`src/dllm_pkg.sv`:
```
// Shared types, constants and the control store of the linked list manager.
// Holds the request codes, the control word layout, the dispatch table and
// the microprogram ROM. Depends on nothing.
package dllm_pkg;

  localparam int unsigned NODE_W         = 6;
  localparam int unsigned REQ_W          = 3;
  localparam int unsigned UPC_W          = 5;
  localparam int unsigned POOL_NODES_DEF = 64;
  localparam int unsigned S_TDATA_W      = 16;
  localparam int unsigned M_TDATA_W      = 32;

  typedef logic [NODE_W-1:0] node_t;
  typedef logic [UPC_W-1:0]  upc_t;

  typedef enum logic [REQ_W-1:0] {
    REQ_ADD_FIRST    = 3'd0,
    REQ_ADD_LAST     = 3'd1,
    REQ_REMOVE_FIRST = 3'd2,
    REQ_INSERT_AFTER = 3'd3,
    REQ_UNLINK       = 3'd4,
    REQ_REMOVE_ALL   = 3'd5,
    REQ_NODE_INIT    = 3'd6,
    REQ_NEIGHBOURS   = 3'd7
  } req_e;

  typedef enum logic [3:0] {
    SRC_ZERO = 4'd0,
    SRC_N    = 4'd1,
    SRC_A    = 4'd2,
    SRC_T    = 4'd3,
    SRC_HN   = 4'd4,
    SRC_HP   = 4'd5,
    SRC_RDN  = 4'd6,
    SRC_RDP  = 4'd7,
    SRC_Y    = 4'd8
  } src_e;

  typedef enum logic [1:0] {
    CNT_HOLD = 2'd0,
    CNT_INC  = 2'd1,
    CNT_DEC  = 2'd2,
    CNT_CLR  = 2'd3
  } cnt_e;

  typedef enum logic [1:0] {
    RES_NONE    = 2'd0,
    RES_REMOVED = 2'd1,
    RES_NBR     = 2'd2,
    RES_EMPTY   = 2'd3
  } res_e;

  typedef enum logic [2:0] {
    SEQ_NEXT     = 3'd0,
    SEQ_GOTO     = 3'd1,
    SEQ_KZERO    = 3'd2,
    SEQ_DISPATCH = 3'd3,
    SEQ_RETIRE   = 3'd4
  } seq_e;

  typedef struct packed {
    src_e rd_src;
    logic nw_en;
    src_e nw_addr;
    src_e nw_data;
    logic pw_en;
    src_e pw_addr;
    src_e pw_data;
    logic t_ld;
    src_e t_src;
    cnt_e cnt_op;
    logic k_ld;
    logic k_dec;
    res_e res_op;
  } dp_op_t;

  typedef struct packed {
    seq_e   seq;
    upc_t   target;
    dp_op_t op;
  } uword_t;

  typedef struct packed {
    logic   fetch;
    dp_op_t op;
  } ctl_t;

  typedef struct packed {
    logic busy;
    logic cnt_zero;
    logic k_zero;
  } stat_t;

  typedef struct packed {
    node_t node_out;
    node_t next_out;
    node_t first_node;
    node_t last_node;
    node_t node_count;
    logic  empty_flag;
  } res_t;

  localparam upc_t UPC_FETCH = 5'd0;
  localparam upc_t UPC_AF1   = 5'd1;
  localparam upc_t UPC_AF2   = 5'd2;
  localparam upc_t UPC_AL1   = 5'd3;
  localparam upc_t UPC_AL2   = 5'd4;
  localparam upc_t UPC_RF1   = 5'd5;
  localparam upc_t UPC_RF2   = 5'd6;
  localparam upc_t UPC_RFE   = 5'd7;
  localparam upc_t UPC_IA1   = 5'd8;
  localparam upc_t UPC_IA2   = 5'd9;
  localparam upc_t UPC_IA3   = 5'd10;
  localparam upc_t UPC_UL1   = 5'd11;
  localparam upc_t UPC_UL2   = 5'd12;
  localparam upc_t UPC_RA0   = 5'd13;
  localparam upc_t UPC_RA1   = 5'd14;
  localparam upc_t UPC_RA2   = 5'd15;
  localparam upc_t UPC_RA3   = 5'd16;
  localparam upc_t UPC_NI1   = 5'd17;
  localparam upc_t UPC_NB1   = 5'd18;
  localparam upc_t UPC_NB2   = 5'd19;
  localparam upc_t UPC_DONE  = 5'd20;

  function automatic logic in_pool(node_t v, int unsigned pool);
    return 32'(v) < pool;
  endfunction

  function automatic upc_t dispatch(req_e kind, logic npool, logic apool, logic nzero,
                                    logic cnt_zero);
    logic nok;
    upc_t pc;
    nok = npool && !nzero;
    case (kind)
      REQ_ADD_FIRST:    pc = nok ? UPC_AF1 : UPC_DONE;
      REQ_ADD_LAST:     pc = nok ? UPC_AL1 : UPC_DONE;
      REQ_REMOVE_FIRST: pc = cnt_zero ? UPC_RFE : UPC_RF1;
      REQ_INSERT_AFTER: pc = (nok && apool) ? UPC_IA1 : UPC_DONE;
      REQ_UNLINK:       pc = nok ? UPC_UL1 : UPC_DONE;
      REQ_REMOVE_ALL:   pc = UPC_RA0;
      REQ_NODE_INIT:    pc = nok ? UPC_NI1 : UPC_DONE;
      REQ_NEIGHBOURS:   pc = npool ? UPC_NB1 : UPC_DONE;
      default:          pc = UPC_DONE;
    endcase
    return pc;
  endfunction

  function automatic uword_t ucode(upc_t pc);
    uword_t w;
    w = '0;
    case (pc)
      UPC_FETCH: begin
        w.seq = SEQ_DISPATCH;
      end
      UPC_AF1: begin
        w.op.nw_en = 1'b1; w.op.nw_addr = SRC_N;  w.op.nw_data = SRC_HN;
        w.op.pw_en = 1'b1; w.op.pw_addr = SRC_N;  w.op.pw_data = SRC_ZERO;
      end
      UPC_AF2: begin
        w.op.nw_en = 1'b1; w.op.nw_addr = SRC_ZERO; w.op.nw_data = SRC_N;
        w.op.pw_en = 1'b1; w.op.pw_addr = SRC_HN;   w.op.pw_data = SRC_N;
        w.op.cnt_op = CNT_INC;
        w.seq = SEQ_GOTO; w.target = UPC_DONE;
      end
      UPC_AL1: begin
        w.op.nw_en = 1'b1; w.op.nw_addr = SRC_N;  w.op.nw_data = SRC_ZERO;
        w.op.pw_en = 1'b1; w.op.pw_addr = SRC_N;  w.op.pw_data = SRC_HP;
      end
      UPC_AL2: begin
        w.op.nw_en = 1'b1; w.op.nw_addr = SRC_HP;   w.op.nw_data = SRC_N;
        w.op.pw_en = 1'b1; w.op.pw_addr = SRC_ZERO; w.op.pw_data = SRC_N;
        w.op.cnt_op = CNT_INC;
        w.seq = SEQ_GOTO; w.target = UPC_DONE;
      end
      UPC_RF1: begin
        w.op.rd_src = SRC_HN;
        w.op.res_op = RES_REMOVED;
      end
      UPC_RF2: begin
        w.op.nw_en = 1'b1; w.op.nw_addr = SRC_ZERO; w.op.nw_data = SRC_RDN;
        w.op.pw_en = 1'b1; w.op.pw_addr = SRC_RDN;  w.op.pw_data = SRC_ZERO;
        w.op.cnt_op = CNT_DEC;
        w.seq = SEQ_GOTO; w.target = UPC_DONE;
      end
      UPC_RFE: begin
        w.op.res_op = RES_EMPTY;
        w.seq = SEQ_GOTO; w.target = UPC_DONE;
      end
      UPC_IA1: begin
        w.op.rd_src = SRC_A;
      end
      UPC_IA2: begin
        w.op.nw_en = 1'b1; w.op.nw_addr = SRC_N; w.op.nw_data = SRC_RDN;
        w.op.pw_en = 1'b1; w.op.pw_addr = SRC_N; w.op.pw_data = SRC_A;
        w.op.t_ld = 1'b1;  w.op.t_src = SRC_RDN;
      end
      UPC_IA3: begin
        w.op.nw_en = 1'b1; w.op.nw_addr = SRC_A; w.op.nw_data = SRC_N;
        w.op.pw_en = 1'b1; w.op.pw_addr = SRC_Y; w.op.pw_data = SRC_N;
        w.op.cnt_op = CNT_INC;
        w.seq = SEQ_GOTO; w.target = UPC_DONE;
      end
      UPC_UL1: begin
        w.op.rd_src = SRC_N;
      end
      UPC_UL2: begin
        w.op.nw_en = 1'b1; w.op.nw_addr = SRC_RDP; w.op.nw_data = SRC_RDN;
        w.op.pw_en = 1'b1; w.op.pw_addr = SRC_RDN; w.op.pw_data = SRC_RDP;
        w.op.cnt_op = CNT_DEC;
        w.seq = SEQ_GOTO; w.target = UPC_DONE;
      end
      UPC_RA0: begin
        w.op.t_ld = 1'b1; w.op.t_src = SRC_HN;
        w.op.k_ld = 1'b1;
      end
      UPC_RA1: begin
        w.op.rd_src = SRC_T;
        w.seq = SEQ_KZERO; w.target = UPC_RA3;
      end
      UPC_RA2: begin
        w.op.nw_en = 1'b1; w.op.nw_addr = SRC_T; w.op.nw_data = SRC_T;
        w.op.pw_en = 1'b1; w.op.pw_addr = SRC_T; w.op.pw_data = SRC_T;
        w.op.t_ld = 1'b1;  w.op.t_src = SRC_RDN;
        w.op.k_dec = 1'b1;
        w.seq = SEQ_GOTO; w.target = UPC_RA1;
      end
      UPC_RA3: begin
        w.op.nw_en = 1'b1; w.op.nw_addr = SRC_ZERO; w.op.nw_data = SRC_ZERO;
        w.op.pw_en = 1'b1; w.op.pw_addr = SRC_ZERO; w.op.pw_data = SRC_ZERO;
        w.op.cnt_op = CNT_CLR;
        w.seq = SEQ_GOTO; w.target = UPC_DONE;
      end
      UPC_NI1: begin
        w.op.nw_en = 1'b1; w.op.nw_addr = SRC_N; w.op.nw_data = SRC_N;
        w.op.pw_en = 1'b1; w.op.pw_addr = SRC_N; w.op.pw_data = SRC_N;
        w.seq = SEQ_GOTO; w.target = UPC_DONE;
      end
      UPC_NB1: begin
        w.op.rd_src = SRC_N;
      end
      UPC_NB2: begin
        w.op.res_op = RES_NBR;
      end
      UPC_DONE: begin
        w.seq = SEQ_RETIRE;
      end
      default: begin
        w.seq = SEQ_GOTO; w.target = UPC_FETCH;
      end
    endcase
    return w;
  endfunction

endpackage

```
`src/dllm_ram.sv`:
```
// Generic single write port, single read port RAM with registered read data.
// Read returns the contents before a write at the same edge. No dependencies.
module dllm_ram #(
  parameter int unsigned WIDTH = 8,
  parameter int unsigned DEPTH = 64
) (
  input  logic                     clk_i,
  input  logic                     we_i,
  input  logic [$clog2(DEPTH)-1:0] waddr_i,
  input  logic [WIDTH-1:0]         wdata_i,
  input  logic [$clog2(DEPTH)-1:0] raddr_i,
  output logic [WIDTH-1:0]         rdata_o
);

  logic [WIDTH-1:0] mem_q [DEPTH];
  logic [WIDTH-1:0] rdata_q;

  always_ff @(posedge clk_i) begin
    if (we_i) begin
      mem_q[waddr_i] <= wdata_i;
    end
    rdata_q <= mem_q[raddr_i];
  end

  assign rdata_o = rdata_q;

endmodule

```
`src/dllm_useq.sv`:
```
// Microprogram sequencer: step counter, control store lookup and jumps.
// Depends on dllm_pkg for the ROM, the dispatch table and the control types.
module dllm_useq #(
  parameter int unsigned POOL_NODES = dllm_pkg::POOL_NODES_DEF
) (
  input  logic                 clk_i,
  input  logic                 rst_ni,
  input  logic                 in_valid_i,
  input  dllm_pkg::req_e       req_type_i,
  input  dllm_pkg::node_t      node_i,
  input  dllm_pkg::node_t      anchor_i,
  input  dllm_pkg::stat_t      stat_i,
  input  logic                 out_free_i,
  output logic                 in_ready_o,
  output logic                 out_ld_o,
  output dllm_pkg::ctl_t       ctl_o
);
  import dllm_pkg::*;

  upc_t   upc_q, upc_d;
  uword_t uw;
  logic   accept;

  assign uw         = ucode(upc_q);
  assign in_ready_o = (upc_q == UPC_FETCH) && !stat_i.busy;
  assign accept     = in_valid_i && in_ready_o;
  assign out_ld_o   = (uw.seq == SEQ_RETIRE) && out_free_i;

  assign ctl_o.fetch = accept;
  assign ctl_o.op    = uw.op;

  always_comb begin
    case (uw.seq)
      SEQ_NEXT:     upc_d = upc_q + 1'b1;
      SEQ_GOTO:     upc_d = uw.target;
      SEQ_KZERO:    upc_d = stat_i.k_zero ? uw.target : upc_q + 1'b1;
      SEQ_DISPATCH: upc_d = accept ? dispatch(req_type_i, in_pool(node_i, POOL_NODES),
                                              in_pool(anchor_i, POOL_NODES),
                                              node_i == '0, stat_i.cnt_zero)
                                   : upc_q;
      SEQ_RETIRE:   upc_d = out_free_i ? UPC_FETCH : upc_q;
      default:      upc_d = UPC_FETCH;
    endcase
  end

  always_ff @(posedge clk_i or negedge rst_ni) begin
    if (!rst_ni) begin
      upc_q <= UPC_FETCH;
    end else begin
      upc_q <= upc_d;
    end
  end

endmodule

```
`src/dllm_dpath.sv`:
```
// Datapath: link RAMs, head shadows, work registers, count and result fields.
// Runs the post-reset clearing pass. Depends on dllm_pkg and dllm_ram.
module dllm_dpath #(
  parameter int unsigned POOL_NODES = dllm_pkg::POOL_NODES_DEF
) (
  input  logic             clk_i,
  input  logic             rst_ni,
  input  dllm_pkg::ctl_t   ctl_i,
  input  dllm_pkg::node_t  node_i,
  input  dllm_pkg::node_t  anchor_i,
  output dllm_pkg::stat_t  stat_o,
  output dllm_pkg::res_t   res_o
);
  import dllm_pkg::*;

  localparam int unsigned ADDR_W = $clog2(POOL_NODES);
  localparam logic [ADDR_W-1:0] CLR_LAST = ADDR_W'(POOL_NODES - 1);

  node_t n_q, a_q, t_q, k_q, cnt_q, hn_q, hp_q;
  node_t node_o_q, next_o_q;
  logic  empty_q;
  logic  clr_busy_q;
  logic [ADDR_W-1:0] clr_idx_q;

  node_t rdn, rdp, y_sel;
  node_t nw_addr_v, nw_data_v, pw_addr_v, pw_data_v, rd_addr_v, t_v;
  logic  n_we, p_we;
  logic [ADDR_W-1:0] n_waddr, p_waddr, raddr;
  node_t n_wdata, p_wdata;

  function automatic node_t pick(src_e s, node_t n, node_t a, node_t t, node_t hn,
                                 node_t hp, node_t rn, node_t rp, node_t y);
    node_t v;
    case (s)
      SRC_ZERO: v = '0;
      SRC_N:    v = n;
      SRC_A:    v = a;
      SRC_T:    v = t;
      SRC_HN:   v = hn;
      SRC_HP:   v = hp;
      SRC_RDN:  v = rn;
      SRC_RDP:  v = rp;
      SRC_Y:    v = y;
      default:  v = '0;
    endcase
    return v;
  endfunction

  assign y_sel = (a_q == n_q) ? n_q : t_q;

  assign nw_addr_v = pick(ctl_i.op.nw_addr, n_q, a_q, t_q, hn_q, hp_q, rdn, rdp, y_sel);
  assign nw_data_v = pick(ctl_i.op.nw_data, n_q, a_q, t_q, hn_q, hp_q, rdn, rdp, y_sel);
  assign pw_addr_v = pick(ctl_i.op.pw_addr, n_q, a_q, t_q, hn_q, hp_q, rdn, rdp, y_sel);
  assign pw_data_v = pick(ctl_i.op.pw_data, n_q, a_q, t_q, hn_q, hp_q, rdn, rdp, y_sel);
  assign rd_addr_v = pick(ctl_i.op.rd_src, n_q, a_q, t_q, hn_q, hp_q, rdn, rdp, y_sel);
  assign t_v       = pick(ctl_i.op.t_src, n_q, a_q, t_q, hn_q, hp_q, rdn, rdp, y_sel);

  assign n_we    = clr_busy_q || ctl_i.op.nw_en;
  assign p_we    = clr_busy_q || ctl_i.op.pw_en;
  assign n_waddr = clr_busy_q ? clr_idx_q : ADDR_W'(nw_addr_v);
  assign p_waddr = clr_busy_q ? clr_idx_q : ADDR_W'(pw_addr_v);
  assign n_wdata = clr_busy_q ? NODE_W'(clr_idx_q) : nw_data_v;
  assign p_wdata = clr_busy_q ? NODE_W'(clr_idx_q) : pw_data_v;
  assign raddr   = ADDR_W'(rd_addr_v);

  dllm_ram #(.WIDTH(NODE_W), .DEPTH(POOL_NODES)) u_next_ram (
    .clk_i   (clk_i),
    .we_i    (n_we),
    .waddr_i (n_waddr),
    .wdata_i (n_wdata),
    .raddr_i (raddr),
    .rdata_o (rdn)
  );

  dllm_ram #(.WIDTH(NODE_W), .DEPTH(POOL_NODES)) u_prev_ram (
    .clk_i   (clk_i),
    .we_i    (p_we),
    .waddr_i (p_waddr),
    .wdata_i (p_wdata),
    .raddr_i (raddr),
    .rdata_o (rdp)
  );

  always_ff @(posedge clk_i or negedge rst_ni) begin
    if (!rst_ni) begin
      clr_busy_q <= 1'b1;
      clr_idx_q  <= '0;
      cnt_q      <= '0;
      hn_q       <= '0;
      hp_q       <= '0;
    end else begin
      if (clr_busy_q) begin
        clr_idx_q <= clr_idx_q + 1'b1;
        if (clr_idx_q == CLR_LAST) begin
          clr_busy_q <= 1'b0;
        end
      end else begin
        if (ctl_i.op.nw_en && nw_addr_v == '0) begin
          hn_q <= nw_data_v;
        end
        if (ctl_i.op.pw_en && pw_addr_v == '0) begin
          hp_q <= pw_data_v;
        end
      end
      case (ctl_i.op.cnt_op)
        CNT_INC: cnt_q <= cnt_q + 1'b1;
        CNT_DEC: cnt_q <= cnt_q - 1'b1;
        CNT_CLR: cnt_q <= '0;
        default: cnt_q <= cnt_q;
      endcase
    end
  end

  always_ff @(posedge clk_i) begin
    if (ctl_i.fetch) begin
      n_q      <= in_pool(node_i, POOL_NODES) ? node_i : '0;
      a_q      <= in_pool(anchor_i, POOL_NODES) ? anchor_i : '0;
      node_o_q <= '0;
      next_o_q <= '0;
      empty_q  <= 1'b0;
    end else begin
      case (ctl_i.op.res_op)
        RES_REMOVED: node_o_q <= hn_q;
        RES_NBR: begin
          node_o_q <= (rdp == n_q) ? '0 : rdp;
          next_o_q <= (rdn == n_q) ? '0 : rdn;
        end
        RES_EMPTY: empty_q <= 1'b1;
        default: ;
      endcase
    end
    if (ctl_i.op.t_ld) begin
      t_q <= t_v;
    end
    if (ctl_i.op.k_ld) begin
      k_q <= cnt_q;
    end else if (ctl_i.op.k_dec) begin
      k_q <= k_q - 1'b1;
    end
  end

  assign stat_o.busy     = clr_busy_q;
  assign stat_o.cnt_zero = (cnt_q == '0);
  assign stat_o.k_zero   = (k_q == '0);

  assign res_o.node_out   = node_o_q;
  assign res_o.next_out   = next_o_q;
  assign res_o.first_node = (cnt_q != '0) ? hn_q : '0;
  assign res_o.last_node  = (cnt_q != '0) ? hp_q : '0;
  assign res_o.node_count = cnt_q;
  assign res_o.empty_flag = empty_q;

endmodule

```
`src/doubly_linked_list_manager_core.sv`:
```
// Circular doubly linked list manager over a fixed node pool, top level.
// Depends on dllm_pkg, dllm_useq and dllm_dpath.
//
// Requests arrive on the s_axis channel, one word per request; each yields
// exactly one result word on the m_axis channel, in request order.
// A request is run by a microprogram; its steps read or rewrite the next
// and prev link RAMs (one write port and one registered read port each).
// The remove_all request runs a read-then-relink loop over the next RAM, once
// per member of the list. A new request is taken the cycle after the result is
// loaded into the output register.
// After reset a clearing pass self-links every entry; s_axis_tready stays low
// until it ends.
// The result sits in an output register; while the receiver stalls, the
// block keeps working on the next request and holds only at its final step.
module doubly_linked_list_manager_core #(
  parameter int unsigned POOL_NODES = dllm_pkg::POOL_NODES_DEF
) (
  input  logic                             clk_i,
  input  logic                             rst_ni,
  input  logic                             s_axis_tvalid,
  output logic                             s_axis_tready,
  // node_index[5:0], anchor_index[11:6], zero[15:12]
  input  logic [dllm_pkg::S_TDATA_W-1:0]   s_axis_tdata,
  // req_type[2:0]
  input  logic [dllm_pkg::REQ_W-1:0]       s_axis_tuser,
  output logic                             m_axis_tvalid,
  input  logic                             m_axis_tready,
  // node_out[5:0], next_out[11:6], first_node[17:12], last_node[23:18],
  // node_count[29:24], zero[31:30]
  output logic [dllm_pkg::M_TDATA_W-1:0]   m_axis_tdata,
  // empty_flag[0]
  output logic [0:0]                       m_axis_tuser
);
  import dllm_pkg::*;

  ctl_t  ctl;
  stat_t stat;
  res_t  res;
  logic  out_ld, out_free;
  logic  m_valid_q;
  logic [M_TDATA_W-1:0] m_data_q;
  logic  m_user_q;
  node_t req_node, req_anchor;
  req_e  req_kind;

  assign req_node   = s_axis_tdata[NODE_W-1:0];
  assign req_anchor = s_axis_tdata[2*NODE_W-1:NODE_W];
  assign req_kind   = req_e'(s_axis_tuser);
  assign out_free   = !m_valid_q || m_axis_tready;

  dllm_useq #(.POOL_NODES(POOL_NODES)) u_useq (
    .clk_i      (clk_i),
    .rst_ni     (rst_ni),
    .in_valid_i (s_axis_tvalid),
    .req_type_i (req_kind),
    .node_i     (req_node),
    .anchor_i   (req_anchor),
    .stat_i     (stat),
    .out_free_i (out_free),
    .in_ready_o (s_axis_tready),
    .out_ld_o   (out_ld),
    .ctl_o      (ctl)
  );

  dllm_dpath #(.POOL_NODES(POOL_NODES)) u_dpath (
    .clk_i    (clk_i),
    .rst_ni   (rst_ni),
    .ctl_i    (ctl),
    .node_i   (req_node),
    .anchor_i (req_anchor),
    .stat_o   (stat),
    .res_o    (res)
  );

  always_ff @(posedge clk_i or negedge rst_ni) begin
    if (!rst_ni) begin
      m_valid_q <= 1'b0;
    end else if (out_ld) begin
      m_valid_q <= 1'b1;
    end else if (m_axis_tready) begin
      m_valid_q <= 1'b0;
    end
  end

  always_ff @(posedge clk_i) begin
    if (out_ld) begin
      m_data_q <= {(M_TDATA_W - 5 * NODE_W)'(0), res.node_count, res.last_node,
                   res.first_node, res.next_out, res.node_out};
      m_user_q <= res.empty_flag;
    end
  end

  assign m_axis_tvalid   = m_valid_q;
  assign m_axis_tdata    = m_data_q;
  assign m_axis_tuser[0] = m_user_q;

endmodule

```
`config.mk`:
```
export PLATFORM = sky130hd
export DESIGN_NAME = doubly_linked_list_manager_core
export DESIGN_NICKNAME = d
export VERILOG_FILES = /design/src/dllm_pkg.sv /design/src/dllm_ram.sv /design/src/dllm_useq.sv /design/src/dllm_dpath.sv /design/src/doubly_linked_list_manager_core.sv
export SDC_FILE = /design/constraint.sdc
export NUM_CORES = 1
export LEC_CHECK = 0
export BUFFER_PORTS_ARGS = -buffer_cell sky130_fd_sc_hd__buf_2
export CORE_ASPECT_RATIO = 1.75
export CORE_MARGIN = 10
export CORE_UTILIZATION = 47
export DETAILED_ROUTE_END_ITERATION = 7
export HOLD_SLACK_MARGIN = 0.15
export PLACE_DENSITY = 0.67
export SLEW_MARGIN = 20
export SYNTH_ARGS = -nofsm -noshare
export SYNTH_HDL_FRONTEND = slang
export SYNTH_SLANG_ARGS = --single-unit
```
`constraint.sdc`:
```
create_clock -name clk_i -period 15.15 [get_ports clk_i]
set_clock_uncertainty 0.2 [all_clocks]
set_input_delay 3.03 -clock clk_i [delete_from_list [all_inputs] [get_ports clk_i]]
set_output_delay 3.03 -clock clk_i [all_outputs]
set_load 0.1 [all_outputs]
```
==> results.tsv, run 1 <==
stage	metric	value	unit
outcome	status	complete, but fails checks	
finish	utilization	0.5236	
worst_setup_path	crit-reg2reg-launch	u_useq.upc_q[0]	
clocking	root_buffer	clkbuf_16	
yosys	yosys_warnings	0	
clocking	cts_sinks	879	
sta	rsz0062_at_grt	false	
power_and_ir_drop	power.net_switching	3.073	mW
grt	antenna_found_initial	0	
sta	finalMaxSlewViolations	0	
sta	whs	0.2235	ns
yosys	async_reset_ff_frac	0.03527	
yosys	syn-cell-area	0.03784	sq mm
power_and_ir_drop	p_total	8.447	mW
floorplanning	core	0.07988	sq mm
worst_setup_path	cp_slowest_cell	and3_4	
finish	final_net_count	2855	
sta	max_slew_margin	0.09031	
sta	fin_crit_sh	0.4326	
grt	grt_pass1_wl	157900	microns
worst_setup_path	end_kind	flop	
power_and_ir_drop	irDropWorstVdd	0.2272	mV
yosys	ys_seq_area_frac	0.6868	
clocking	postCtsSetupBuffers	0	
floorplanning	num_io_pins	58	
clocking	clk_pin_slew	0.07	ns
worst_setup_path	cp_cell_sequence	inv_1 > ha_1 > nand4bb_1 > a211o_2 > and3_4 > buf_4 > buf_4 > nand3_1 > a21oi_1 > or4_1 > a221oi_1 > nor4_1	
power_and_ir_drop	seq_power_share	0.423	
power_and_ir_drop	p_comb_frac	0.323	
power_and_ir_drop	pwr-share-clk	0.254	
detailed_routing	vias	24410	
placement	place_ws	8.807	ns
floorplanning	core.rowCount	137	
detailed_routing	drt_first_pass_iters	8	
clocking	post_cts_resized	0	
clocking	clkLatencyLatePin	0.67	ns
yosys	syn_avg_cell_area	13.41	sq um
worst_setup_path	max_stage_delay	0.89	ns
sta	fmax	152.6	MHz
power_and_ir_drop	p_leak	14.08	nW
floorplanning	dieArea	0.09271	sq mm
worst_setup_path	reg2reg_to	u_dpath.u_next_ram.rdata_o[2]	
sta	tns	0	ns
flow_run	maxCapViolCount	0	
worst_hold_path	hold_path_class	reg -> reg	
worst_setup_path	cp.arrival	6.91	ns
placement	port_buffers	51	
clocking	cts_hold_buf	0	
yosys	yosysUniqueCellTypes	95	
clocking	tritoncts	yes	
worst_setup_path	crit_top_cell	buf_4	
clocking	cts_buffers	75	
sta	fin_crit	6.553	ns
worst_setup_path	cp-startpoint	u_useq.upc_q[0]	
sta	hold_violations	0	
grt	grtUsageTotal	0.2282	
yosys	synth_flop_cell	edfxtp_1	
sta	setup_viol	0	
grt	first_global_vias	24580	
worst_setup_path	crit_fanout	57	
grt	grt_max_degree	159	
floorplanning	die_h	395.4	microns
floorplanning	start_util	0.4737	
detailed_routing	viasPerCell	6.231	
outcome	violations	design-rule violations	
yosys	synth-edff-count	823	
detailed_routing	drtAntennaViolNets	0	
worst_setup_path	startpoint_type	flop	
detailed_routing	post_drt_wl_per_cell	27.42	microns
worst_setup_path	r2r_cells	12	
worst_setup_path	crit_required	15.51	ns
worst_setup_path	r2r_slack	8.60	ns
power_and_ir_drop	swShare	0.3639	
grt	grt_overflow	0	
yosys	ys_ff_latch	879	
worst_setup_path	crit_end	u_dpath.u_next_ram.rdata_o[2]	
placement	gp_congestion	0.9921	
clocking	cts_buffer_depth	3	
finish	final_layout_size_suffix_gt1_frac	0.1113	
worst_setup_path	path_class	reg -> reg	
power_and_ir_drop	internal_power	5.373	mW
yosys	synthCells	2821	
finish	syn_to_final_growth	10.53	%
sta	layout_setup_ws	8.597	ns
detailed_routing	drt_iter0_drc	2831	
clocking	h-tree-depth	3	
power_and_ir_drop	power_density	202.0	mW/mm^2
floorplanning	die_w	234.5	microns
sta	worstMarginPinSlew	1.330	ns
placement	hpwlAfterDp	71580	microns
detailed_routing	drc_errors	7	
detailed_routing	wl	107400	microns
[power by group through the flow]
stage / Clock (mW) / Sequential (mW) / Combinational [mW]
finish: 2.15 / 3.57 / 2.73
global route: 2.27 / 3.58 / 2.89
CTS: 2.17 / 3.56 / 2.70
detailed placement: 0 / 3.61 / 2.69
global placement: 0 / 3.60 / 2.61
floorplan: 0 / 3.61 / 1.63
[sequential cells by signal, summed over array words and instances (netlist names), 6 cells and up]
| register | cells |
|---|---|
| u_dpath.u_prev_ram.rdata_o | 6 |
| u_dpath.hp_q | 6 |
| u_dpath.t_q | 6 |
| u_dpath.a_q | 6 |
| u_dpath.u_prev_ram.mem_q | 384 |
| u_dpath.cnt_q | 6 |
| u_dpath.hn_q | 6 |
| u_dpath.node_o_q | 6 |
| u_dpath.next_o_q | 6 |
| u_dpath.u_next_ram.rdata_o | 6 |
| u_dpath.clr_idx_q | 6 |
| u_dpath.u_next_ram.mem_q | 384 |
| m_axis_tdata | 30 |
| u_dpath.k_q | 6 |
| u_dpath.n_q | 6 |
[per-stage QoR]
stage,instances,cell area (sq um)
2_1_floorplan,2822,37850
3_3_place_gp,3782,39060
3_5_place_dp,3782,39070
4_1_cts,3917,41820
5_1_grt,3917,41820
6_report,3918,41830
[cell usage after synthesis (all sizes together), types with 9 or more instances]
library cell	number	area [sq um]
nand4	14	93.84
nand3	112	565.5
and2	22	137.6
and3	20	130.1
a21oi	164	828.3
a222oi	9	90.09
a221o	25	250.2
a22oi	74	560.5
nand2	378	1419
a211oi	13	102.6
ha	14	175.2
nand2b	17	106.4
nor2b	10	62.56
or4	9	67.56
buf	110	650.6
nor2	216	810.8
mux2i	192	1922
nor3	21	115.1
o22ai	52	339.1
xnor2	16	140.1
edfxtp	823	24710
clkbuf	66	247.7
dfrtp	30	750.7
mux2	42	473.0
xor2	17	148.9
nor4	22	152.7
a31oi	80	500.5
o21ai	43	219.0
inv	27	101.3
a221oi	21	183.9
dfxtp	25	500.5
[per-layer routing]
layer	up-vias	part of all wire	global-route usage
met2	1141	0.53	0.4082
met1	12180	0.34	0.2429
li1	10760	-	-
met5	-	0	0
met3	339	0.060	0.03312
met4	0	0.076	0.1530
[cell type report]
type	count	area, sq um
antenna	1	2.502
clock buffer	91	2043
clock inverter	44	705.7
fill	6546	38050
inverter	29	108.9
multi-input combinational	1738	11070
sequential	879	25990
tap	1042	1304
timing repair buffer	94	603.1
[critical path: cells and delay by family, from the launching register on]
family,cells,cell delay [ns]
flops,1,0.43
compound gates,3,1.07
simple gates,5,2.37
fa+ha+maj,1,0.65
buf+inv,3,1.50
[layout by cell type, fill, tap and decap left out, types with 13 or more instances in the layout]
cell type  instances
and3_1            17
a221oi_1          20
nor4_1            18
edfxtp_1         823
nand2b_1          17
dfrtp_1           30
xnor2_1           16
and2_1            21
nand4_1           13
bufinv_16         17
o21ai_0           39
nand3_1          110
ha_1              14
a221o_1           25
buf_2             51
dfxtp_1           25
nand2_1          378
xor2_1            17
buf_4             41
inv_1             26
nor2_1           214
a21oi_1          150
a31oi_1           80
o22ai_1           51
a22oi_1           73
mux2_2            42
clkbuf_16         80
nor3_1            18
mux2i_1          192
[kinds of logic after synthesis]
logic type      Yosys count  share of synthesized area
compound gates          562                     0.1010
xor+xnor                 33                   0.007638
fa+ha+maj                15                   0.005158
buf+inv                 205                    0.02662
flops                   879                     0.6868
mux                     236                    0.06448
other cells               1                 0.00009910
simple gates            890                     0.1081
[worst min path at each step]
stage                             to                start  cells past startpoint
floorplan           m_axis_tdata[10]  u_dpath.next_o_q[4]                      0
global placement     m_axis_tdata[9]  u_dpath.next_o_q[3]                      0
detailed placement  m_axis_tdata[11]  u_dpath.next_o_q[5]                      0
CTS                 m_axis_tdata[11]  u_dpath.next_o_q[5]                      0
global route         m_axis_tdata[7]  u_dpath.next_o_q[1]                      0
finish              m_axis_tdata[11]  u_dpath.next_o_q[5]                      0
Power figures use the tool's default switching activity.
==> run 2, diff against run 1 <==
==> constraint.sdc (replaced) <==
create_clock -name clk_i -period 6.7 [get_ports clk_i]
set_clock_uncertainty 0.2 [all_clocks]
set_input_delay 1.34 -clock clk_i [delete_from_list [all_inputs] [get_ports clk_i]]
set_output_delay 1.34 -clock clk_i [all_outputs]
set_load 0.1 [all_outputs]
==> run 2 against run 1 <==
The flow still finishes with violations (design-rule violations). Cell count is 0.51% higher. Critical path type unchanged. Utilization is 0.058 points lower. Hold slack worse by 0.0023 ns. Largest cell class unchanged. Sequential share of layout area is 0.069 points higher.
==> results.tsv, run 2 (synthesized netlist as in run 1, its figures left out) <==
stage	metric	value	unit	change
outcome	status	complete, but fails checks		
outcome	violations	design-rule violations		
clocking	cts_buffers	74		-1.3%
sta	tns	0	ns	unchanged
clocking	post_cts_resized	0		unchanged
clocking	cts_sinks	879		unchanged
sta	hold_violations	0		unchanged
sta	fmax	188.1	MHz	+23%
worst_hold_path	hold_start	u_dpath.next_o_q[4]		
detailed_routing	vias	24440		+0.086%
grt	first_global_vias	24570		-0.045%
finish	syn_to_final_growth	10.41	%	
grt	grt_pass1_wl	157200	microns	-0.41%
placement	hpwlAfterDp	71850	microns	+0.38%
clocking	cts_hold_buf	0		unchanged
sta	rsz0062_at_grt	false		
floorplanning	die_w	234.5	microns	unchanged
worst_hold_path	hold_path_class	reg -> reg		
worst_setup_path	path_class	reg -> reg		
clocking	cts_buffer_depth	3		unchanged
detailed_routing	wl	106600	microns	-0.78%
grt	grt_max_degree	99		-38%
sta	worstMarginPinSlew	1.072	ns	-0.2579 ns
worst_setup_path	cp-startpoint	u_useq.upc_q[0]		
floorplanning	core	0.07988	sq mm	unchanged
power_and_ir_drop	power_density	452.4	mW/mm^2	+120%
clocking	clkLatencyLatePin	0.68	ns	about the same
placement	place_ws	1.520	ns	-7.287 ns
sta	fin_crit_sh	0.7933		+0.3607
flow_run	maxCapViolCount	0		unchanged
detailed_routing	drt_iter0_drc	2661		-6.0%
worst_setup_path	crit_fanout	10		-82%
finish	antenna_cells	0		-1
sta	fin_crit	5.315	ns	-1.238 ns
clocking	clk_pin_slew	0.07	ns	about the same
finish	final_net_count	2875		+0.70%
finish	final_layout_size_suffix_gt1_frac	0.1164		+0.005063
worst_setup_path	end_kind	flop		
finish	final_cell_mix	edfxtp_1 (823), nand2_1 (378), nor2_1 (214), mux2i_1 (192), a21oi_1 (150)		
detailed_routing	drc_errors	1		-6
sta	whs	0.2212	ns	-0.002323 ns
floorplanning	core.rowCount	137		unchanged
placement	gp_congestion	0.9831		-0.91%
detailed_routing	post_drt_wl_per_cell	27.07	microns	-1.3%
grt	antenna_found_initial	1		+1
sta	finalMaxSlewViolations	0		unchanged
worst_setup_path	startpoint_type	flop		
detailed_routing	drt_first_pass_iters	8		unchanged
finish	layout_commonest_cell	edfxtp_1		
clocking	root_buffer	clkbuf_16		
sta	layout_setup_ws	1.385	ns	-7.212 ns
detailed_routing	viasPerCell	6.205		-0.42%
floorplanning	die_h	395.4	microns	unchanged
grt	grtUsageTotal	0.2275		-0.0006500
worst_setup_path	crit_required	6.79	ns	-8.72 ns
clocking	tritoncts	yes		
sta	setup_viol	0		unchanged
sta	max_slew_margin	0.2791		+0.1888
floorplanning	num_io_pins	58		unchanged
floorplanning	dieArea	0.09271	sq mm	unchanged
power_and_ir_drop	p_leak	14.09	nW	about the same
worst_setup_path	crit-reg2reg-launch	u_useq.upc_q[0]		
clocking	h-tree-depth	3		unchanged
detailed_routing	drtAntennaViolNets	0		unchanged
floorplanning	start_util	0.4737		unchanged
power_and_ir_drop	p_total	18.90	mW	+120%
clocking	postCtsSetupBuffers	0		unchanged
worst_setup_path	cp.arrival	5.41	ns	-1.50 ns
placement	port_buffers	51		unchanged
power_and_ir_drop	irDropWorstVdd	0.4163	mV	+83%
grt	grt_overflow	0		unchanged
run 2: changes by cell type in the layout (fill, tap and decap cells not counted), sizes merged:
| cell | change |
|---|---|
| buf | +21 |
| bufinv | -7 |
| clkinv | +7 |
| clkbuf | -3 |
| clkinvlp | +3 |
| diode | -1 |
run 2: stage by stage:
step	area, sq um	util	instances
4_1_cts	41770	0.5229	3938
6_report	41780	0.5230	3938
5_1_grt	41780	0.5230	3938
3_3_place_gp	39250	0.4914	3803
2_1_floorplan	37850	-	2822
3_5_place_dp	39250	0.4914	3803
run 2: worst max-delay path, cell delays in order, from the launching register on:
cell       delay (ns)
dfrtp_1          0.43
ha_1             0.42
and3_1           0.28
ha_1             0.25
or3b_1           0.42
a2111oi_4        0.68
and3_1           0.37
o21ai_1          0.08
nand3_1          0.13
o21ai_2          0.12
nand3b_1         0.74
nor2_1           0.80
run 2: routing by layer:
metal  global-route usage  share of wire  vias up
met5                    0              0        -
met4               0.1694          0.082        0
met3              0.03914          0.070      357
met2               0.3927           0.51     1228
met1               0.2443           0.33    12070
li1                     -              -    10780
run 2: layout make-up:
type / instances / area [sq um]
Inverter: 29 / 108.9
Fill cell: 6610 / 38100
Clock buffer: 88 / 1967
Sequential cell: 879 / 25990
Clock inverter: 47 / 549.3
Timing Repair Buffer: 115 / 798.3
Tap cell: 1042 / 1304
Multi-Input combinational cell: 1738 / 11060
run 2: where the power goes:
part | internal (mW) | switching (mW) | total [mW]
clock | 2.51 | 2.02 | 4.53
sequential | 7.70 | 0.370 | 8.07
combinational | 1.65 | 4.64 | 6.29
run 2: path summary, 6_finish.rpt:
check	end	slack, ns	depth (start not counted)
worst max-delay path	u_dpath.u_prev_ram.mem_q[47][1]	1.39	11
worst max register to register	u_dpath.u_prev_ram.mem_q[47][1]	1.39	11
max in group asynchronous	u_dpath.cnt_q[0]	5.14	1
worst min-delay path	m_axis_tdata[10]	0.22	0
min in group asynchronous	u_dpath.hn_q[0]	0.59	1
worst min register to register	m_axis_tdata[10]	0.22	0
